### src/hdl/jsq_pkg.sv
// shared constants, codes and types for the work-stealing job queues
`default_nettype none

package jsq_pkg;

    localparam int NUM_QUEUES  = 8;
    localparam int QUEUE_DEPTH = 256;
    localparam int HANDLE_BITS = 16;

    localparam int QIDX_W   = $clog2(NUM_QUEUES);
    localparam int SLOT_W   = $clog2(QUEUE_DEPTH);
    localparam int CNT_W    = SLOT_W + 1;
    localparam int ADDR_W   = QIDX_W + SLOT_W;
    localparam int JOB_W    = 16;
    localparam int WORKER_W = 3;
    localparam int STATUS_W = 3;

    localparam logic REQ_PUSH = 1'b0;
    localparam logic REQ_GET  = 1'b1;

    typedef enum logic [STATUS_W-1:0] {
        ST_PUSHED = 3'd0,
        ST_FULL   = 3'd1,
        ST_OWN    = 3'd2,
        ST_STOLEN = 3'd3,
        ST_NONE   = 3'd4
    } status_t;

    typedef logic [CNT_W-1:0]       cnt_t;
    typedef logic [QIDX_W-1:0]      qidx_t;
    typedef logic [ADDR_W-1:0]      addr_t;
    typedef logic [HANDLE_BITS-1:0] handle_t;

    // request in flight while its slot reads complete
    typedef struct packed {
        logic  valid;
        logic  is_push;
        logic  push_ok;
        logic  own_pop;
        logic  steal_ok;
        qidx_t victim_q;
    } issue_t;

    // steal commit fed back to the pointer logic
    typedef struct packed {
        logic  steal;
        qidx_t queue;
    } steal_fb_t;

endpackage

`default_nettype wire

### src/hdl/jsq_issue.sv
// queue pointers, push/pop decisions and slot addressing at accept
`default_nettype none

module jsq_issue
    import jsq_pkg::*;
(
    input  wire logic                clk,
    input  wire logic                rst_n,
    input  wire logic                accept,
    input  wire logic                req_type,
    input  wire logic [WORKER_W-1:0] worker,
    input  wire logic [WORKER_W-1:0] victim,
    input  wire logic [JOB_W-1:0]    job_in,
    input  wire logic [WORKER_W-1:0] active_workers,
    input  wire steal_fb_t           fb,
    output logic                     we,
    output addr_t                    waddr,
    output handle_t                  wdata,
    output addr_t                    raddr0,
    output addr_t                    raddr1,
    output issue_t                   issue
);

    cnt_t   top_reg    [NUM_QUEUES];
    cnt_t   top_next   [NUM_QUEUES];
    cnt_t   bottom_reg [NUM_QUEUES];
    cnt_t   bottom_eff [NUM_QUEUES];
    issue_t issue_reg;
    issue_t issue_next;

    qidx_t  wq;
    qidx_t  vq;
    logic   worker_ok;
    logic   victim_ok;
    cnt_t   top_w;
    cnt_t   top_w_dec;
    cnt_t   fill_w;
    cnt_t   fill_v;
    logic   push_ok;
    logic   own_pop;
    logic   steal_ok;

    // fold in the steal that commits at this edge
    always_comb
    begin
        for (int q = 0; q < NUM_QUEUES; q++)
        begin
            bottom_eff[q] = bottom_reg[q]
                + CNT_W'(fb.steal && (fb.queue == QIDX_W'(q)));
        end
    end

    always_comb
    begin
        wq        = QIDX_W'(worker);
        vq        = QIDX_W'(victim);
        worker_ok = int'(worker) < NUM_QUEUES;
        victim_ok = int'(victim) < NUM_QUEUES;
        top_w     = top_reg[wq];
        top_w_dec = top_w - CNT_W'(1);
        fill_w    = top_w - bottom_eff[wq];
        fill_v    = top_reg[vq] - bottom_eff[vq];

        push_ok   = worker_ok && (fill_w < CNT_W'(QUEUE_DEPTH - 1));
        own_pop   = worker_ok && (fill_w != '0);
        steal_ok  = worker_ok && victim_ok && (victim != worker)
                    && (victim <= active_workers) && (fill_v != '0);

        we     = accept && (req_type == REQ_PUSH) && push_ok;
        waddr  = {wq, top_w[SLOT_W-1:0]};
        wdata  = HANDLE_BITS'(job_in);
        raddr0 = {wq, top_w_dec[SLOT_W-1:0]};
        raddr1 = {vq, bottom_eff[vq][SLOT_W-1:0]};

        for (int q = 0; q < NUM_QUEUES; q++)
        begin
            top_next[q] = top_reg[q];
        end
        if (accept && (req_type == REQ_PUSH) && push_ok)
        begin
            top_next[wq] = top_w + CNT_W'(1);
        end
        else if (accept && (req_type == REQ_GET) && own_pop)
        begin
            top_next[wq] = top_w_dec;
        end

        issue_next.valid    = accept;
        issue_next.is_push  = req_type == REQ_PUSH;
        issue_next.push_ok  = push_ok;
        issue_next.own_pop  = accept && (req_type == REQ_GET) && own_pop;
        issue_next.steal_ok = accept && (req_type == REQ_GET) && steal_ok;
        issue_next.victim_q = vq;
    end

    always_ff @(posedge clk or negedge rst_n)
    begin
        if (!rst_n)
        begin
            for (int q = 0; q < NUM_QUEUES; q++)
            begin
                top_reg[q]    <= '0;
                bottom_reg[q] <= '0;
            end
            issue_reg <= '0;
        end
        else
        begin
            for (int q = 0; q < NUM_QUEUES; q++)
            begin
                top_reg[q]    <= top_next[q];
                bottom_reg[q] <= bottom_eff[q];
            end
            issue_reg <= issue_next;
        end
    end

    assign issue = issue_reg;

endmodule

`default_nettype wire

### config.mk
export PLATFORM = sky130hd
export DESIGN_NAME = jsq_issue
export DESIGN_NICKNAME = d
export VERILOG_FILES = /design/src/hdl/jsq_pkg.sv /design/src/hdl/jsq_issue.sv
export SDC_FILE = /design/constraint.sdc
export NUM_CORES = 1
export LEC_CHECK = 0
export ABC_AREA = 1
export CAP_MARGIN = 20
export CELL_PAD_IN_SITES_DETAIL_PLACEMENT = 1
export CELL_PAD_IN_SITES_GLOBAL_PLACEMENT = 1
export CORE_ASPECT_RATIO = 0.8
export CORE_MARGIN = 8
export CORE_UTILIZATION = 47
export DETAILED_ROUTE_END_ITERATION = 10
export DONT_BUFFER_PORTS = 1
export PLACE_DENSITY_LB_ADDON = 0.1
export SLEW_MARGIN = 20
export SYNTH_ARGS = -nofsm -noshare
export SYNTH_HDL_FRONTEND = slang
export SYNTH_SLANG_ARGS = --single-unit
### constraint.sdc
create_clock -name clk -period 4.4 [get_ports clk]
set_clock_uncertainty 0.05 [all_clocks]
set_input_delay 0 -clock clk [delete_from_list [all_inputs] [get_ports clk]]
set_output_delay 0 -clock clk [all_outputs]
set_load 0.02 [all_outputs]
==> results of run 1 <==
worst reg2reg max path: stages (launching register included):
cell,delay [ns]
dfrtp_1,0.37
ha_1,0.22
ha_1,0.21
nand2_1,0.11
nor2_2,0.07
xor2_1,0.15
inv_1,0.13
o22ai_1,0.16
or4_4,0.61
ha_4,0.25
nand2_1,0.07
inv_1,0.05
nand2_1,0.07
nand3_1,0.12
nand2_1,0.09
nand2_1,0.06
a21oi_2,0.17
inv_1,0.07
nand3_1,0.11
nand2_1,0.09
nand2_1,0.08
nand2_1,0.11
nand2_4,0.15
buf_12,0.17
buf_4,0.15
nand3_1,0.13
nand2_1,0.10
metal layers:
layer  vias to the layer above  track usage
met5                         -            0
met4                         0        0.106
met3                        79        0.116
met2                       528        0.478
met1                      5586        0.420
li1                       5016            -
stage by stage:
stage	instance area, µm²	power (W)	hold WS, ns	setup TNS [ns]	utilization
4_1_cts	12000	0.00575	0.000308	0	0.539
2_1_floorplan	10600	0.00343	-0.346	0	-
6_report	12200	0.00588	0.0118	0	0.549
3_3_place_gp	11000	0.00403	-0.340	0	0.495
3_5_place_dp	11000	0.00413	-0.339	-5.25	0.495
5_1_grt	12200	0.00620	0.0198	-4.64	0.549
path summary, 6_finish.rpt:
check	cells past startpoint	endpoint	slack, ns
worst min register to register	2	top_reg[11]	0.44
max in group asynchronous	2	issue[0]	3.43
worst max register to register	26	top_reg[1]	0.23
min in group asynchronous	2	issue[6]	0.25
worst min-delay path	3	bottom_reg[36]	0.01
worst max-delay path	29	top_reg[1]	0.21
power by group through the flow:
stage          clock network [W]  registers [W]  logic (W)
3_3_place_gp                   0        0.00206    0.00197
6_report                 0.00150        0.00207    0.00231
5_1_grt                  0.00155        0.00211    0.00254
4_1_cts                  0.00150        0.00206    0.00219
3_5_place_dp                   0        0.00207    0.00205
2_1_floorplan                  0        0.00199    0.00144
placed cells by master (no fill, tap or decap), types with 17 or more instances in the layout:
cell and instances:
nand2_1 494, nand3_1 155, dfrtp_1 152, nor2_1 139
inv_1 139, o21ai_0 84, buf_4 48, xor2_1 47
a21oi_1 43, ha_1 36, dlygate4sd3_1 35, nand4_1 32
clkbuf_16 19, o22ai_1 18, xnor2_1 17
what timing repair did:
| action | in CTS | in global routing |
|---|---|---|
| gates cloned | 0 | 2 |
| endpoints found under the hold margin | 228 | 0 |
| gates resized for setup | 5 | 40 |
| setup buffers | 0 | 0 |
| hold buffers | 38 | 0 |
| setup endpoints to repair | 73 | 74 |
area by class of cell:
| cell class | count | area (µm²) |
|---|---|---|
| Fill cell | 2860 | 10000 |
| Multi-Input combinational cell | 1151 | 5910 |
| Sequential cell | 152 | 3800 |
| Timing Repair Buffer | 97 | 993 |
| Inverter | 147 | 552 |
| Clock buffer | 17 | 425 |
| Tap cell | 306 | 383 |
| Clock inverter | 15 | 156 |
cells by family after synthesis:
group,Yosys count,synth area share
flip-flops,152,0.360
buffers and inverters,237,0.0983
AND/OR/NAND/NOR,871,0.347
XOR/XNOR,65,0.0545
AO/OA/AOI/OAI,177,0.0945
adder cells (fa/ha/maj),38,0.0457
==> results.toml, run 1 <==
[run_status]
run_status = "complete, no violations"

[synth]
synth-seq-area-share = 0.360
synth.top_cells.by_count = "496 x nand2_1, 156 x nand3_1, 152 x dfrtp_1, 145 x nor2_1, 141 x inv_1"
post_synth_edffs = 0
count_of_state_elements_after_synthesis = 152
synth.most_common_cell = "nand2_1"
synthCells = 1540
asyncSetResetFlopFracSynth = 1.00
synth_area_leaders = "dfrtp_1 36%, nand2_1 18%, nand3_1 7.4%"
syn_nets = 1611
syn-mean-instance-area_um2 = 6.87
synth_area_leader_cell = "dfrtp_1"
synthesis.yosys.warnings = 0
netlist.area_leader.share = 0.360
synth_cell_types = 46
netlist_area_um2 = 10600
yosys_most_used_dff = "dfrtp_1"

[worst_setup_path]
critPathTopFamily = "simple AND/OR/NAND/NOR gates"
required_ns = 4.73
critical_path_class = "primary input to flop"
critical_path.max_fanout = 8
critPathLaunchType = "primary input"
worstPathArrival_ns = 4.51
crit_path_end_kind = "flop"
crit_path_max_incr_delay_ns = 0.54
crit_slowest_cell = "dlygate4sd3_1"
worstPathBufferInverterCount = 7
critical_path.most_common_cell = "nand2_1"
r2r_start = "bottom_reg[0]"
crit_path_start = "fb[0]"

[routing]
routed-via-count = 11200
wl_um = 44100
detail_route.wl_per_cell_um = 23.4
vias_per_cell = 5.95
met3_wl_um = 5190
met2_wirelength_um = 19100
drc = 0
topRoutingLayerUsed = "met4"
detail_route.wirelength.met1_um = 18800
antenna_left = 0
detail_route.iter0.violations = 1130
dr.pass1.iters = 5

[power_and_ir_drop]
power_per_cell_area_nw_per_um2 = 481
pwr-share-seq = 0.352
power_frac_clock = 0.255
irDropWorstVdd_uv = 276
power_report.internal_total_w = 0.00338
p_comb_frac = 0.393
p_sw_w = 0.00250
switching_share = 0.425
power.leakage_nw = 6.39

[die]
boundaryPins = 91
die_x_um = 184
total_number_of_placement_rows = 49
die_h_um = 150
design.die.area_um2 = 27600
initial_utilization = 0.475
core_area_um2 = 22300

[placed_design]
detailed_place_hpwl_um = 29100
gp_routability_congestion = 0.874
place.detailed.instances = 1813
preCtsSetupSlack_ns = -0.143
numPortBuffers = 0

[timing]
final_worst_setup_slack_ns = 0.215
setup_violations = 0
fmax_ghz = 0.239
final_critical_path_share_of_the_clock_period = 0.951
report.final.slew_viol_count = 0
timing.final.hold_violations = 0
maxSlewHeadroom = 0.437
tightest_slew_ns = 0.842
final_period_minus_worst_setup_slack_ns = 4.19

[global_route]
globalRoute.totalOverflow = 0
grt_start_max_net_pins = 153
vias_in_the_first_global_route = 11500
global_route.usage.total = 0.318
grt_antenna_before_repair = 0
grt_first_pass_wirelength_um = 66700

[clocking]
cts_tree = "done"
htree_num_levels = 4
cts_num_sinks = 152
clock_path_buffers = 2
cts_made_buffers = 17
cts.reportedPaths.clkPinSlew_ns = 0.08
insertion_delay_ns = 0.45
cts_root_buf = "clkbuf_16"

[finish]
largest_register_ff_count = 72
drive_gt1_frac = 0.0893
fin_nets = 1637
n_antenna_cell = 0
final_cells = 1885
areaGrowthSynthToFinish_pct = 15.6

[flow_run]
max_cap_viol_count = 0

[min_path]
min-delay-start = "fb[3]"
min_path_type = "primary input to flop"
Note: power is estimated with default switching activity, not from simulation.
==> inputs of run 2 (changes only) <==
--- a/config.mk
+++ b/config.mk
@@ -11,7 +11,8 @@
 export CELL_PAD_IN_SITES_GLOBAL_PLACEMENT = 1
 export CORE_ASPECT_RATIO = 0.8
 export CORE_MARGIN = 8
-export CORE_UTILIZATION = 47
+export CORE_UTILIZATION = 48
+export CTS_BUF_LIST = sky130_fd_sc_hd__clkbuf_4 sky130_fd_sc_hd__clkbuf_8
 export DETAILED_ROUTE_END_ITERATION = 10
 export DONT_BUFFER_PORTS = 1
 export PLACE_DENSITY_LB_ADDON = 0.1
==> constraint.sdc (replaced) <==
create_clock -name clk -period 4.4 [get_ports clk]
set_clock_uncertainty 0.05 [all_clocks]
set_input_delay 0 -clock clk [delete_from_list [all_inputs] [get_ports clk]]
set_output_delay 0 -clock clk [all_outputs]
set_load 0.005 [all_outputs]
==> run 2 against run 1 <==
Against the previous run: register-to-register slack worse by 0.05 ns; count of clock-buffer cells in the layout stayed put; clock power is 19% lower; critical endpoint is now we.
==> results.toml, run 2 (synthesis results as in run 1) <==
[routing]
detail_route.iter0.violations = 1127
dr.pass1.iters = 5
detail_route.wl_per_cell_um = 23.2
vias_per_cell = 6.01
routed-via-count = 11200
drc = 0
wl_um = 43100
antenna_left = 0

[placed_design]
gp_routability_congestion = 0.893
placed_area_um2 = 11000
detailed_place_hpwl_um = 29100
numPortBuffers = 0

[finish]
post-route-cell-area_um2 = 12100
mostFrequentLayoutCell = "nand2_1"
multi_input_area_um2 = 5950
mostFrequentLayoutCells = "495 x nand2_1, 154 x nand3_1, 152 x dfrtp_1"
areaGrowthSynthToFinish_pct = 14.3
drive_gt1_frac = 0.0997
n_antenna_cell = 0
largest_register_ff_count = 72
final_core_utilization = 0.559
final-seq-area_um2 = 3800
n_fill_cell = 2795
fin_nets = 1642

[clocking]
cts_made_buffers = 17
clock_path_buffers = 2
htree_num_levels = 4
cts_num_sinks = 152
cts_root_buf = "clkbuf_8"
cts_tree = "done"
insertion_delay_ns = 0.48
cts.reportedPaths.clkPinSlew_ns = 0.10

[timing]
report.final.slew_viol_count = 0
maxSlewHeadroom = 0.420
fmax_ghz = 0.236
tightest_slew_ns = 0.868
setup-tns-final_ns = 0
final_period_minus_worst_setup_slack_ns = 4.24
final_critical_path_share_of_the_clock_period = 0.964
timing.final.hold_violations = 0
setup_violations = 0

[global_route]
grt_antenna_before_repair = 1
global_route.usage.total = 0.314
grt_first_pass_wirelength_um = 65600
vias_in_the_first_global_route = 11100
globalRoute.totalOverflow = 0
grt_start_max_net_pins = 153

[die]
total_number_of_placement_rows = 48
die_h_um = 149
design.die.area_um2 = 27100
die_x_um = 182
core_area_um2 = 21600
initial_utilization = 0.489
boundaryPins = 91

[min_path]
timing.hold.worst_path_depth = 3
worstHoldEndpoint = "bottom_reg[0]"
min-delay-start = "fb[3]"
min_path_type = "primary input to flop"

[worst_setup_path]
crit_path_end_kind = "output port"
critical_path.max_fanout = 5
required_ns = 4.35
critPathLaunchType = "flop"
worstPathArrival_ns = 4.19
timing.reg2reg.worst_path_depth = 22
r2r_start = "bottom_reg[36]"
r2r_setup_slack_ns = 0.18
critical_path_class = "flop to output port"
endpoint_of_the_worst_slack_reg_to_reg_timing_path = "top_reg[22]"

[flow_run]
max_cap_viol_count = 0

[run_status]
run_status = "complete, no violations"

[power_and_ir_drop]
irDropWorstVdd_uv = 311
post-layout-total-power_w = 0.00555
power_per_cell_area_nw_per_um2 = 459
power.leakage_nw = 6.24
[run 2: final cells by class]
type / instances / share of cell area
clock inverters: 15 / 0.0158
clock buffers: 17 / 0.0194
well taps: 275 / 0.0285
multi-input cells: 1151 / 0.493
repair buffers: 102 / 0.0834
flip-flops and latches: 152 / 0.315
inverters: 147 / 0.0456
[run 2: metrics by stage]
stage | std cells | setup slack, ns | hold WS (ns)
CTS | 1852 | 0.00220 | 0.00845
finish | 1859 | 0.156 | 0.0153
detailed placement | 1781 | 0.0611 | -0.341
global placement | 1781 | 0.187 | -0.339
global route | 1859 | -0.101 | 0.0301
floorplan | 1540 | 0.797 | -0.346
[run 2: how the worst max path moves through the flow]
stage / from / to / slack (ns) / cells after the start
after floorplan: bottom_reg[0] / top_reg[55] / 0.80 / 21
after global placement: bottom_reg[36] / top_reg[37] / 0.19 / 22
after detailed placement: bottom_reg[36] / top_reg[51] / 0.06 / 26
after CTS: bottom_reg[45] / we / 0.002 / 18
after global routing: bottom_reg[9] / we / -0.10 / 19
final: bottom_reg[36] / we / 0.16 / 20
[run 2: what timing repair did]
item | 4_1_cts | 5_1_grt
hold buffers | 39 | 2
pin swaps | 0 | 8
hold endpoints to repair | 248 | 3
endpoints found under the setup margin | 60 | 74
setup buffers | 0 | 6
resized for setup | 1 | 56
[run 2: worst max-delay path, cell delays in order (launching register included)]
cell and delay [ns]:
dfrtp_1 0.40, ha_4 0.19, ha_2 0.20, nand2_1 0.11, nor2_4 0.18, nand2_1 0.08, nor2_2 0.12, xor2_2 0.11
nand2_1 0.12, o2111ai_1 0.15, a2111oi_2 0.39, buf_4 0.20, ha_2 0.31, a21oi_2 0.16, nand3_2 0.10, xor2_1 0.17
nand3b_1 0.16, nand4_4 0.15, buf_4 0.18, buf_4 0.14, inv_1 0.08
[run 2: power breakdown]
part	total (W)	switching, W	internal (W)
clock	0.00122	0.000646	0.000574
sequential	0.00206	0.000295	0.00177
combinational	0.00227	0.00144	0.000832
total	0.00555	0.00238	0.00317
[run 2: per-layer routing]
layer	up-vias	wire, µm	global-route usage
li1	5012	-	-
met1	5558	19500	0.444
met2	538	18000	0.457
met3	69	4700	0.0966
met4	0	970	0.0839
met5	-	0	0
