<file path="config.mk">
export PLATFORM = sky130hd
export DESIGN_NAME = jsq_resolve
export DESIGN_NICKNAME = d
export VERILOG_FILES = /design/src/hdl/jsq_pkg.sv /design/src/hdl/jsq_resolve.sv
export SDC_FILE = /design/constraint.sdc
export NUM_CORES = 1
export LEC_CHECK = 0
export BUFFER_PORTS_ARGS = -buffer_cell sky130_fd_sc_hd__buf_4
export CAP_MARGIN = 5
export CORE_MARGIN = 5
export CORE_UTILIZATION = 44
export DETAILED_ROUTE_END_ITERATION = 8
export HOLD_SLACK_MARGIN = 0.15
export PLACE_DENSITY = 0.83
export SLEW_MARGIN = 40
export SYNTH_ARGS = -nofsm -noshare
export SYNTH_HDL_FRONTEND = slang
export SYNTH_SLANG_ARGS = --single-unit
</file>
<file path="constraint.sdc">
create_clock -name clk -period 3.47 [get_ports clk]
set_input_delay 0.347 -clock clk [delete_from_list [all_inputs] [get_ports clk]]
set_output_delay 0.347 -clock clk [all_outputs]
set_load 0.02 [all_outputs]
</file>
<file path="src/hdl/jsq_pkg.sv">
// shared constants, codes and types for the work-stealing job queues
`default_nettype none

package jsq_pkg;

    localparam int NUM_QUEUES  = 8;
    localparam int QUEUE_DEPTH = 256;
    localparam int HANDLE_BITS = 16;

    localparam int QIDX_W   = $clog2(NUM_QUEUES);
    localparam int SLOT_W   = $clog2(QUEUE_DEPTH);
    localparam int CNT_W    = SLOT_W + 1;
    localparam int ADDR_W   = QIDX_W + SLOT_W;
    localparam int JOB_W    = 16;
    localparam int WORKER_W = 3;
    localparam int STATUS_W = 3;

    localparam logic REQ_PUSH = 1'b0;
    localparam logic REQ_GET  = 1'b1;

    typedef enum logic [STATUS_W-1:0] {
        ST_PUSHED = 3'd0,
        ST_FULL   = 3'd1,
        ST_OWN    = 3'd2,
        ST_STOLEN = 3'd3,
        ST_NONE   = 3'd4
    } status_t;

    typedef logic [CNT_W-1:0]       cnt_t;
    typedef logic [QIDX_W-1:0]      qidx_t;
    typedef logic [ADDR_W-1:0]      addr_t;
    typedef logic [HANDLE_BITS-1:0] handle_t;

    // request in flight while its slot reads complete
    typedef struct packed {
        logic  valid;
        logic  is_push;
        logic  push_ok;
        logic  own_pop;
        logic  steal_ok;
        qidx_t victim_q;
    } issue_t;

    // steal commit fed back to the pointer logic
    typedef struct packed {
        logic  steal;
        qidx_t queue;
    } steal_fb_t;

endpackage

`default_nettype wire

</file>
<file path="src/hdl/jsq_resolve.sv">
// own-pop versus steal resolution and result register
`default_nettype none

module jsq_resolve
    import jsq_pkg::*;
(
    input  wire logic             clk,
    input  wire logic             rst_n,
    input  wire issue_t           issue,
    input  wire handle_t          own_data,
    input  wire handle_t          victim_data,
    output steal_fb_t             fb,
    output logic                  done,
    output logic [STATUS_W-1:0]   status,
    output logic [JOB_W-1:0]      job_out
);

    logic                done_reg;
    status_t             status_reg;
    status_t             status_next;
    logic [JOB_W-1:0]    job_reg;
    logic [JOB_W-1:0]    job_next;
    logic                own_hit;
    logic                steal;

    always_comb
    begin
        own_hit  = issue.own_pop && (own_data != '0);
        steal    = issue.steal_ok && !own_hit;
        fb.steal = steal;
        fb.queue = issue.victim_q;

        status_next = ST_NONE;
        job_next    = '0;
        if (issue.is_push)
        begin
            status_next = issue.push_ok ? ST_PUSHED : ST_FULL;
        end
        else if (own_hit)
        begin
            status_next = ST_OWN;
            job_next    = JOB_W'(own_data);
        end
        else if (steal && (victim_data != '0))
        begin
            status_next = ST_STOLEN;
            job_next    = JOB_W'(victim_data);
        end
    end

    always_ff @(posedge clk or negedge rst_n)
    begin
        if (!rst_n)
        begin
            done_reg <= 1'b0;
        end
        else
        begin
            done_reg <= issue.valid;
        end
    end

    always_ff @(posedge clk)
    begin
        status_reg <= status_next;
        job_reg    <= job_next;
    end

    assign done    = done_reg;
    assign status  = status_reg;
    assign job_out = job_reg;

endmodule

`default_nettype wire

</file>
==> results.sh, run 1 <==
export IMPL_maxSlewViolCount=0
export IMPL_cts_tree="yes"
export IMPL_cts_resized=0
export IMPL_setup_violations=0
export IMPL_crit_top_cell="buf_4"
export IMPL_post_route_period_util=0.628
export IMPL_grt_pass1_wl_um=4420
export IMPL_worst_path_buf_inv=2
export IMPL_powerDensity_nw_per_um2=382
export IMPL_ctsRootBufferMaster="clkbuf_4"
export IMPL_yosysWarnings=0
export IMPL_die_x_um=57.6
export IMPL_io_buffers=59
export IMPL_drive_gt1_frac=0.443
export IMPL_power_leakage_nw=0.682
export IMPL_synth_nets=137
export IMPL_grt_max_degree=37
export IMPL_grt_antenna_before_repair=0
export IMPL_multiInputGateArea_sq_um=514
export IMPL_wl_per_cell_um=15.4
export IMPL_grt_pass1_vias=995
export IMPL_grt_overflow_total=0
export IMPL_cts_buffer_depth=2
export IMPL_io_pins=66
export IMPL_slew_headroom=0.604
export IMPL_maxCapViolCount=0
export IMPL_path_cells="buf_4, or4_1, o41ai_1, and2_1, buf_4"
export IMPL_antenna_left=0
export IMPL_rows=17
export IMPL_vias_per_cell=5.12
export IMPL_drc_errors=0
export IMPL_area_growth_pct=47.2
export IMPL_holdWs_ns=0.317
export IMPL_hp_class="in2reg"
export IMPL_rsz0062_at_grt="no"
export IMPL_ys_types=18
export IMPL_register_area_sq_um=405
export IMPL_cp_slowest_cell="or4_1"
export IMPL_arrival_ns=1.83
export IMPL_h_tree_depth=1
export IMPL_fin_tns_setup_ns=0
export IMPL_grtUsageTotal=0.174
export IMPL_crit_type="in2out"
export IMPL_clock_sinks=20
export IMPL_endpoint_kind="output pin"
export IMPL_fin_nets=192
export IMPL_synth_top_cell_area_share=0.381
export IMPL_crit_required_ns=3.12
export IMPL_vias=906
export IMPL_gp_congestion=0.766
export IMPL_seq_area_frac_synth=0.406
export IMPL_core_area_sq_um=2190
export IMPL_firstDrtPassIters=4
export IMPL_die_area_sq_um=3320
export IMPL_syn_area_sq_um=998
export IMPL_die_h_um=57.6
export IMPL_cts_hold_buffers=2
export IMPL_drt_iter0_drc=15
export IMPL_numCtsBuffers=3
export IMPL_largest_reg_flops=16
export IMPL_synth_top_cell_by_area="dfxtp_1"
export IMPL_ir_drop_mv=0.317
export IMPL_critPathLaunchType="input pin"
export IMPL_crit_path_max_incr_delay_ns=0.55
export IMPL_hold_viol=0
export IMPL_fmax_mhz=459
export IMPL_period_needed_ns=2.18
export IMPL_tightest_slew_ns=0.587
export IMPL_status="complete, no violations"
export IMPL_fillers=190
export IMPL_netlist_instances=95
export IMPL_crit_family="simple AND/OR/NAND/NOR gates"
export IMPL_n_antenna_cell=0
export IMPL_crit_path_max_fanout=2
export IMPL_avgSynthCellArea_sq_um=10.5
export IMPL_netlist_top_cells_area="dfxtp_1, mux2i_1, nand3b_1, nand2b_1, or4_1"
export IMPL_cts_setup_buffers=0
export IMPL_start_util=0.456
export IMPL_synth_ff_latch_count=20
export IMPL_clk_pin_slew_ns=0.11
export IMPL_totalWireLength_um=2720
layout make-up:
class / instances / area share
clock buffers: 3 / 0.0153
clock inverters: 1 / 0.0204
multi-input cells: 64 / 0.350
flip-flops and latches: 20 / 0.276
well taps: 28 / 0.0238
repair buffers: 61 / 0.315
synthesized netlist by cell type:
master / instances
or4_4: 1
a21oi_1: 1
buf_12: 1
dfrtp_1: 1
clkbuf_1: 5
mux2i_1: 16
o41ai_1: 2
nand2b_1: 15
o41a_1: 1
and2_1: 1
dfxtp_1: 19
o31ai_1: 1
or4_1: 7
or2b_1: 2
buf_4: 4
buf_6: 1
nor3b_2: 1
nand3b_1: 16
power breakdown:
part           switching, mW  internal, mW
combinational         0.0582        0.0679
sequential           0.00433         0.244
clock                 0.0698         0.117
total                  0.132         0.429
cell families (layout without fill, tap and decap cells):
kind of cell,count (synthesis),after routing,share of synthesized area
compound gates,5,5,0.0414
buf+inv,11,65,0.0802
flops,20,20,0.406
mux,16,16,0.160
simple gates,43,43,0.312
path summary, 6_finish.rpt:
path / to / start / cells after the start
hold / removal: job_out[9]$_SDFF_PP0_ / own_data[9] / 3
max in group asynchronous: done$_DFF_PN0_ / rst_n / 2
setup / recovery: fb[3] / own_data[12] / 5
min in group asynchronous: done$_DFF_PN0_ / rst_n / 2
routing by layer:
metal | wire length, um | global-route usage
met1 | 1100 | 0.201
met2 | 1310 | 0.282
met3 | 275 | 0.0490
met4 | 40 | 0.109
met5 | 0 | 0
layout by cell type, fill, tap and decap left out:
cell | Yosys | final
buf_4 | 4 | 59
dfxtp_1 | 19 | 19
nand3b_1 | 16 | 16
mux2i_1 | 16 | 16
nand2b_1 | 15 | 15
or4_1 | 7 | 7
clkbuf_4 | 0 | 3
o41ai_1 | 2 | 2
or2b_1 | 2 | 2
dlygate4sd3_1 | 0 | 2
or4_4 | 1 | 1
and2_1 | 1 | 1
o41a_2 | 0 | 1
o31ai_1 | 1 | 1
a21oi_1 | 1 | 1
nor3b_2 | 1 | 1
bufinv_16 | 0 | 1
dfrtp_1 | 1 | 1
metrics by stage:
step	std cells	cell area [sq um]	power (mW)	util	worst slack, ns
3_3_place_gp	171	1400	0.376	0.637	1.24
4_1_cts	177	1470	0.569	0.671	1.28
2_1_floorplan	95	998	0.319	-	1.57
6_report	177	1470	0.561	0.671	1.29
3_5_place_dp	171	1400	0.378	0.638	1.28
5_1_grt	177	1470	0.592	0.671	1.24
(Power assumes the default switching activity.)
==> run 2: changes to the inputs <==
ABC_AREA = 1   (was not set)
CORE_UTILIZATION = 35   (was 44)
PLACE_DENSITY = 0.73   (was 0.83)
clock period = 1.9 ns   (was 3.47 ns; I/O delays follow)
==> run 2 against run 1 <==
Net effect:
- die area is 12% higher
- critical path depth is 5 higher
- utilization is 5.7 points lower
- total power is 68% higher
- setup slack worse by 1.2 ns
- critical path type unchanged
- largest cell class is now non-clock buffers
==> results.sh, run 2 <==
export IMPL_status="complete, no violations"
export IMPL_synth_edf_count=0
export IMPL_powerDensity_nw_per_um2=620
export IMPL_fin_nets=234
export IMPL_dp_final_hpwl_um=2120
export IMPL_die_h_um=60.9
export IMPL_ctsRootBufferMaster="clkbuf_4"
export IMPL_cts_setup_buffers=0
export IMPL_grtUsageTotal=0.156
export IMPL_mostFrequentLayoutCells="buf_4, nand2_1, dfxtp_1"
export IMPL_fillers=216
export IMPL_cp_slowest_cell="dlygate4sd3_1"
export IMPL_gp_congestion=0.816
export IMPL_async_reset_ff_frac=0.0500
export IMPL_start_util=0.367
export IMPL_tightest_slew_ns=0.469
export IMPL_synth_nets=164
export IMPL_clock_sinks=20
export IMPL_io_buffers=59
export IMPL_numCtsBuffers=3
export IMPL_holdPathEnd="job_out[10]$_SDFF_PP0_"
export IMPL_ir_drop_mv=0.451
export IMPL_power_leakage_nw=0.724
export IMPL_totalWireLength_um=3030
export IMPL_hold_viol=0
export IMPL_vias=1077
export IMPL_seq_area_frac_synth=0.446
export IMPL_drc_errors=0
export IMPL_fmax_mhz=556
export IMPL_grt_pass1_vias=1006
export IMPL_grt_pass1_wl_um=4320
export IMPL_p_clk_frac=0.264
export IMPL_post_route_period_util=0.947
export IMPL_setup_violations=0
export IMPL_synth_ff_latch_count=20
export IMPL_crit_type="in2out"
export IMPL_critPathLaunchType="input pin"
export IMPL_synth_top_cell_area_share=0.419
export IMPL_n_antenna_cell=0
export IMPL_die_area_sq_um=3710
export IMPL_crit_required_ns=1.71
export IMPL_cts_tree="yes"
export IMPL_netlist_instances=122
export IMPL_rsz0062_at_grt="no"
export IMPL_cts_buffer_depth=2
export IMPL_avgSynthCellArea_sq_um=7.45
export IMPL_drt_iter0_drc=40
export IMPL_drive_gt1_frac=0.366
export IMPL_area_growth_pct=67.5
export IMPL_h_tree_depth=1
export IMPL_period_needed_ns=1.80
export IMPL_clk_pin_slew_ns=0.11
export IMPL_ys_top_cells_by_count="nand2_1, nor2_1, dfxtp_1"
export IMPL_core_area_sq_um=2480
export IMPL_largest_reg_flops=16
export IMPL_synth_ff_type="dfxtp_1"
export IMPL_worst_path_buf_inv=4
export IMPL_io_pins=66
export IMPL_post_route_util=0.614
export IMPL_synth_top_cell_by_area="dfxtp_1"
export IMPL_ys_types=17
export IMPL_crit_path_max_fanout=17
export IMPL_path_cells="dlygate4sd3_1, buf_4, nor2_1, nand2_1, nor2_1, nand2_1, nand2_2, inv_6, nor2_2, buf_4"
export IMPL_rows=18
export IMPL_hold_path_depth=3
export IMPL_netlist_top_cells_area="dfxtp_1, nand2_1, nand4_1, a21oi_1, nor2_1"
export IMPL_vias_per_cell=4.87
export IMPL_maxSlewViolCount=0
export IMPL_seqPwrFrac=0.478
export IMPL_p_comb_frac=0.258
export IMPL_maxCapViolCount=0
export IMPL_yosysWarnings=0
export IMPL_arrival_ns=1.61
export IMPL_grt_overflow_total=0
export IMPL_syn_area_sq_um=908
export IMPL_hp_class="in2reg"
export IMPL_firstDrtPassIters=5
export IMPL_wl_per_cell_um=13.7
export IMPL_antenna_left=0
export IMPL_crit_family="buffers and inverters"
export IMPL_die_x_um=60.9
export IMPL_fin_tns_setup_ns=0
export IMPL_layout_commonest_cell="buf_4"
export IMPL_internal_power_mw=0.688
export IMPL_slew_headroom=0.687
export IMPL_grt_max_degree=20
export IMPL_switching_share=0.271
export IMPL_post_synth_top_count_cell="nand2_1"
export IMPL_worstHoldStart="own_data[10]"
export IMPL_crit_path_max_incr_delay_ns=0.55
export IMPL_p_switching_mw=0.255
export IMPL_crit_path_start="own_data[6]"
export IMPL_grt_antenna_before_repair=0
export IMPL_endpoint_kind="output pin"
-- run 2: area by class of cell --
cell class,count,area [sq um],share of cell area
Timing Repair Buffer,77,621,0.408
Sequential cell,20,405,0.266
Multi-Input combinational cell,85,398,0.262
Tap cell,30,37.5,0.0247
Clock buffer,4,36.3,0.0238
Inverter,5,23.8,0.0156
-- run 2: power by group through the flow --
stage / Clock, mW / Sequential, mW / Combinational [mW]
after floorplan: 0 / 0.491 / 0.0778
after global placement: 0 / 0.460 / 0.207
after global routing: 0.273 / 0.453 / 0.263
after detailed placement: 0 / 0.460 / 0.210
after CTS: 0.259 / 0.451 / 0.239
final: 0.249 / 0.451 / 0.244
-- run 2: cells by family after synthesis --
kind of cell,count (synthesis),share of synthesized area
muxes,1,0.0110
AOI/OAI and AO/OA,16,0.0882
DFF,20,0.446
and+or+nand+nor,68,0.328
buffers and inverters,17,0.127
-- run 2: worst max path at each step --
stage | end | slack (ns) | depth (start not counted)
2_1_floorplan | fb[3] | 0.73 | 9
4_1_cts | fb[3] | 0.03 | 10
3_5_place_dp | status[1]$_SDFF_PP0_ | 0.51 | 9
5_1_grt | fb[3] | 0.003 | 10
6_report | fb[3] | 0.10 | 10
3_3_place_gp | status[1]$_SDFF_PP0_ | 0.54 | 9
-- run 2: metal layers --
layer / global-route usage / vias to the layer above / wire, um
met5: 0 / - / 0
li1: - / 541 / -
met3: 0.0213 / 10 / 242
met2: 0.292 / 54 / 1580
met1: 0.168 / 472 / 1100
met4: 0.0836 / 0 / 98
-- run 2: what timing repair did --
item,4_1_cts,5_1_grt
hold buffers,17,0
hold endpoints to repair,17,0
gates resized for setup,0,7
endpoints found under the setup margin,0,1
-- run 2: per-stage QoR --
stage / total power, mW / hold WS, ns / cells / setup WS (ns) / cell area, sq um
finish: 0.944 / 0.162 / 221 / 0.101 / 1520
global route: 0.990 / 0.157 / 221 / 0.00281 / 1520
CTS: 0.949 / 0.151 / 221 / 0.0348 / 1510
detailed placement: 0.671 / -0.0329 / 200 / 0.514 / 1300
global placement: 0.667 / -0.0349 / 200 / 0.538 / 1300
floorplan: 0.569 / -0.106 / 122 / 0.727 / 908
==> run 3: changes to the inputs <==
BUFFER_PORTS_ARGS = not set   (was -buffer_cell sky130_fd_sc_hd__buf_4)
CORE_UTILIZATION = 53   (was 35)
DONT_BUFFER_PORTS = 1   (was not set)
PLACE_DENSITY = 0.71   (was 0.73)
==> run 3 against run 2 <==
Net effect:
- setup slack improved by 0.072 ns
- via count fell by 12%
- largest cell class is now sequential cells
- critical path type is now in2reg
- highest routed layer unchanged
- first-iteration DRC count fell by 48%
- clock power rose by 2%
- non-clock buffer count fell by 38
==> results.sh, run 3 (synthesis results as in run 2) <==
export IMPL_cp_slowest_cell="dlygate4sd3_1"
export IMPL_crit_top_cell="dlygate4sd3_1"
export IMPL_die_x_um=51.4
export IMPL_dp_cells=129
export IMPL_p_clk_frac=0.292
export IMPL_rsz0062_at_grt="no"
export IMPL_power_leakage_nw=0.550
export IMPL_die_area_sq_um=2640
export IMPL_p_comb_frac=0.151
export IMPL_tightest_slew_ns=0.666
export IMPL_internal_power_mw=0.639
export IMPL_layout_commonest_cell="dlygate4sd3_1"
export IMPL_design_area_sq_um=1250
export IMPL_maxCapViolCount=0
export IMPL_core_area_sq_um=1670
export IMPL_die_h_um=51.4
export IMPL_grt_pass1_wl_um=4370
export IMPL_gp_congestion=0.801
export IMPL_firstDrtPassIters=4
export IMPL_maxSlewViolCount=0
export IMPL_grt_antenna_before_repair=0
export IMPL_grt_pass1_vias=960
export IMPL_h_tree_depth=1
export IMPL_switching_share=0.266
export IMPL_grt_max_degree=19
export IMPL_met1_usage=0.238
export IMPL_crit_path_max_fanout=18
export IMPL_crit_type="in2reg"
export IMPL_p_switching_mw=0.231
export IMPL_cts_setup_buffers=0
export IMPL_rows=15
export IMPL_cts_buffer_depth=2
export IMPL_worst_path_buf_inv=2
export IMPL_cts_tree="yes"
export IMPL_n_antenna_cell=0
export IMPL_endpoint_kind="flip-flop"
export IMPL_final_cells=170
export IMPL_area_growth_pct=38.2
export IMPL_start_util=0.544
export IMPL_grtUsageTotal=0.222
export IMPL_largest_reg_flops=16
export IMPL_grtUsageMet2=0.405
export IMPL_slew_headroom=0.554
export IMPL_io_pins=66
export IMPL_arrival_ns=1.98
export IMPL_vias=952
export IMPL_fin_tns_setup_ns=0
export IMPL_fmax_mhz=579
export IMPL_post_route_period_util=0.909
export IMPL_setup_violations=0
export IMPL_crit_family="buffers and inverters"
export IMPL_drc_errors=0
export IMPL_clk_pin_slew_ns=0.12
export IMPL_critPathLaunchType="input pin"
export IMPL_placed_cell_area_sq_um=848
export IMPL_crit_required_ns=2.16
export IMPL_hp_class="in2reg"
export IMPL_grt_overflow_total=0
export IMPL_fin_nets=196
export IMPL_ir_drop_mv=0.365
export IMPL_io_buffers=0
export IMPL_dp_final_hpwl_um=1730
export IMPL_drt_iter0_drc=21
export IMPL_ctsRootBufferMaster="clkbuf_4"
export IMPL_mostFrequentLayoutCells="dlygate4sd3_1, nand2_1, nor2_1"
export IMPL_wl_per_cell_um=16.7
export IMPL_seqPwrFrac=0.557
export IMPL_busiest_layer="met2"
export IMPL_clock_sinks=20
export IMPL_path_cells="dlygate4sd3_1, mux2i_1, dlygate4sd3_1"
export IMPL_powerDensity_nw_per_um2=693
export IMPL_crit_path_max_incr_delay_ns=0.97
export IMPL_numCtsBuffers=3
export IMPL_hold_viol=0
export IMPL_status="complete, no violations"
export IMPL_period_needed_ns=1.73
export IMPL_vias_per_cell=5.60
export IMPL_drive_gt1_frac=0.0523
export IMPL_totalWireLength_um=2850
export IMPL_antenna_left=0
export IMPL_grtUsageMet3=0.0612
## run 3: cell types whose count changed in the layout (fill, tap and decap cells not counted), sizes merged
cell / previous run / this run
buf: 60 / 2
dlygate4sd3: 17 / 37
## run 3: power groups by stage
stage | Clock (mW) | Sequential, mW | Combinational, mW
after floorplan | 0 | 0.491 | 0.0778
after detailed placement | 0 | 0.494 | 0.0611
final | 0.254 | 0.485 | 0.132
after global routing | 0.273 | 0.487 | 0.144
after global placement | 0 | 0.494 | 0.0596
after CTS | 0.252 | 0.485 | 0.127
## run 3: layer usage
layer  share of wire  wire length [um]
met1            0.35              1010
met2            0.54              1540
met3           0.093               264
met4           0.013                36
met5               0                 0
## run 3: worst paths after layout
check                          from                   end  slack [ns]  cells after the start
setup / recovery           issue[6]     status[0]$_DFF_P_        0.17                      3
min in group asynchronous     rst_n        done$_DFF_PN0_        0.67                      2
hold / removal             issue[3]  status[1]$_SDFF_PP0_        0.16                      4
max in group asynchronous     rst_n        done$_DFF_PN0_        1.11                      2
## run 3: what timing repair did
item | 4_1_cts | 5_1_grt
endpoints found under the hold margin | 21 | 0
endpoints found under the setup margin | 0 | 0
hold buffers | 37 | 0
gates resized for setup | 0 | 0
## run 3: area by class of cell
type	count	area (sq um)
Clock buffer	4	36.3
Fill cell	127	415
Inverter	5	18.8
Multi-Input combinational cell	85	388
Sequential cell	20	405
Tap cell	17	21.3
Timing Repair Buffer	39	385
## run 3: per-stage QoR
step | setup WS [ns] | util | total power [mW] | hold slack, ns
global route | 0.110 | 0.751 | 0.904 | 0.150
detailed placement | 0.583 | 0.508 | 0.556 | -0.106
finish | 0.173 | 0.751 | 0.870 | 0.156
global placement | 0.634 | 0.508 | 0.554 | -0.106
floorplan | 0.727 | - | 0.569 | -0.106
CTS | 0.233 | 0.751 | 0.864 | 0.153
## run 3: worst min-delay path: stages
cell,delay [ns]
nand3_1,0.10
nand2_1,0.06
nand2_1,0.05
inv_1,0.03
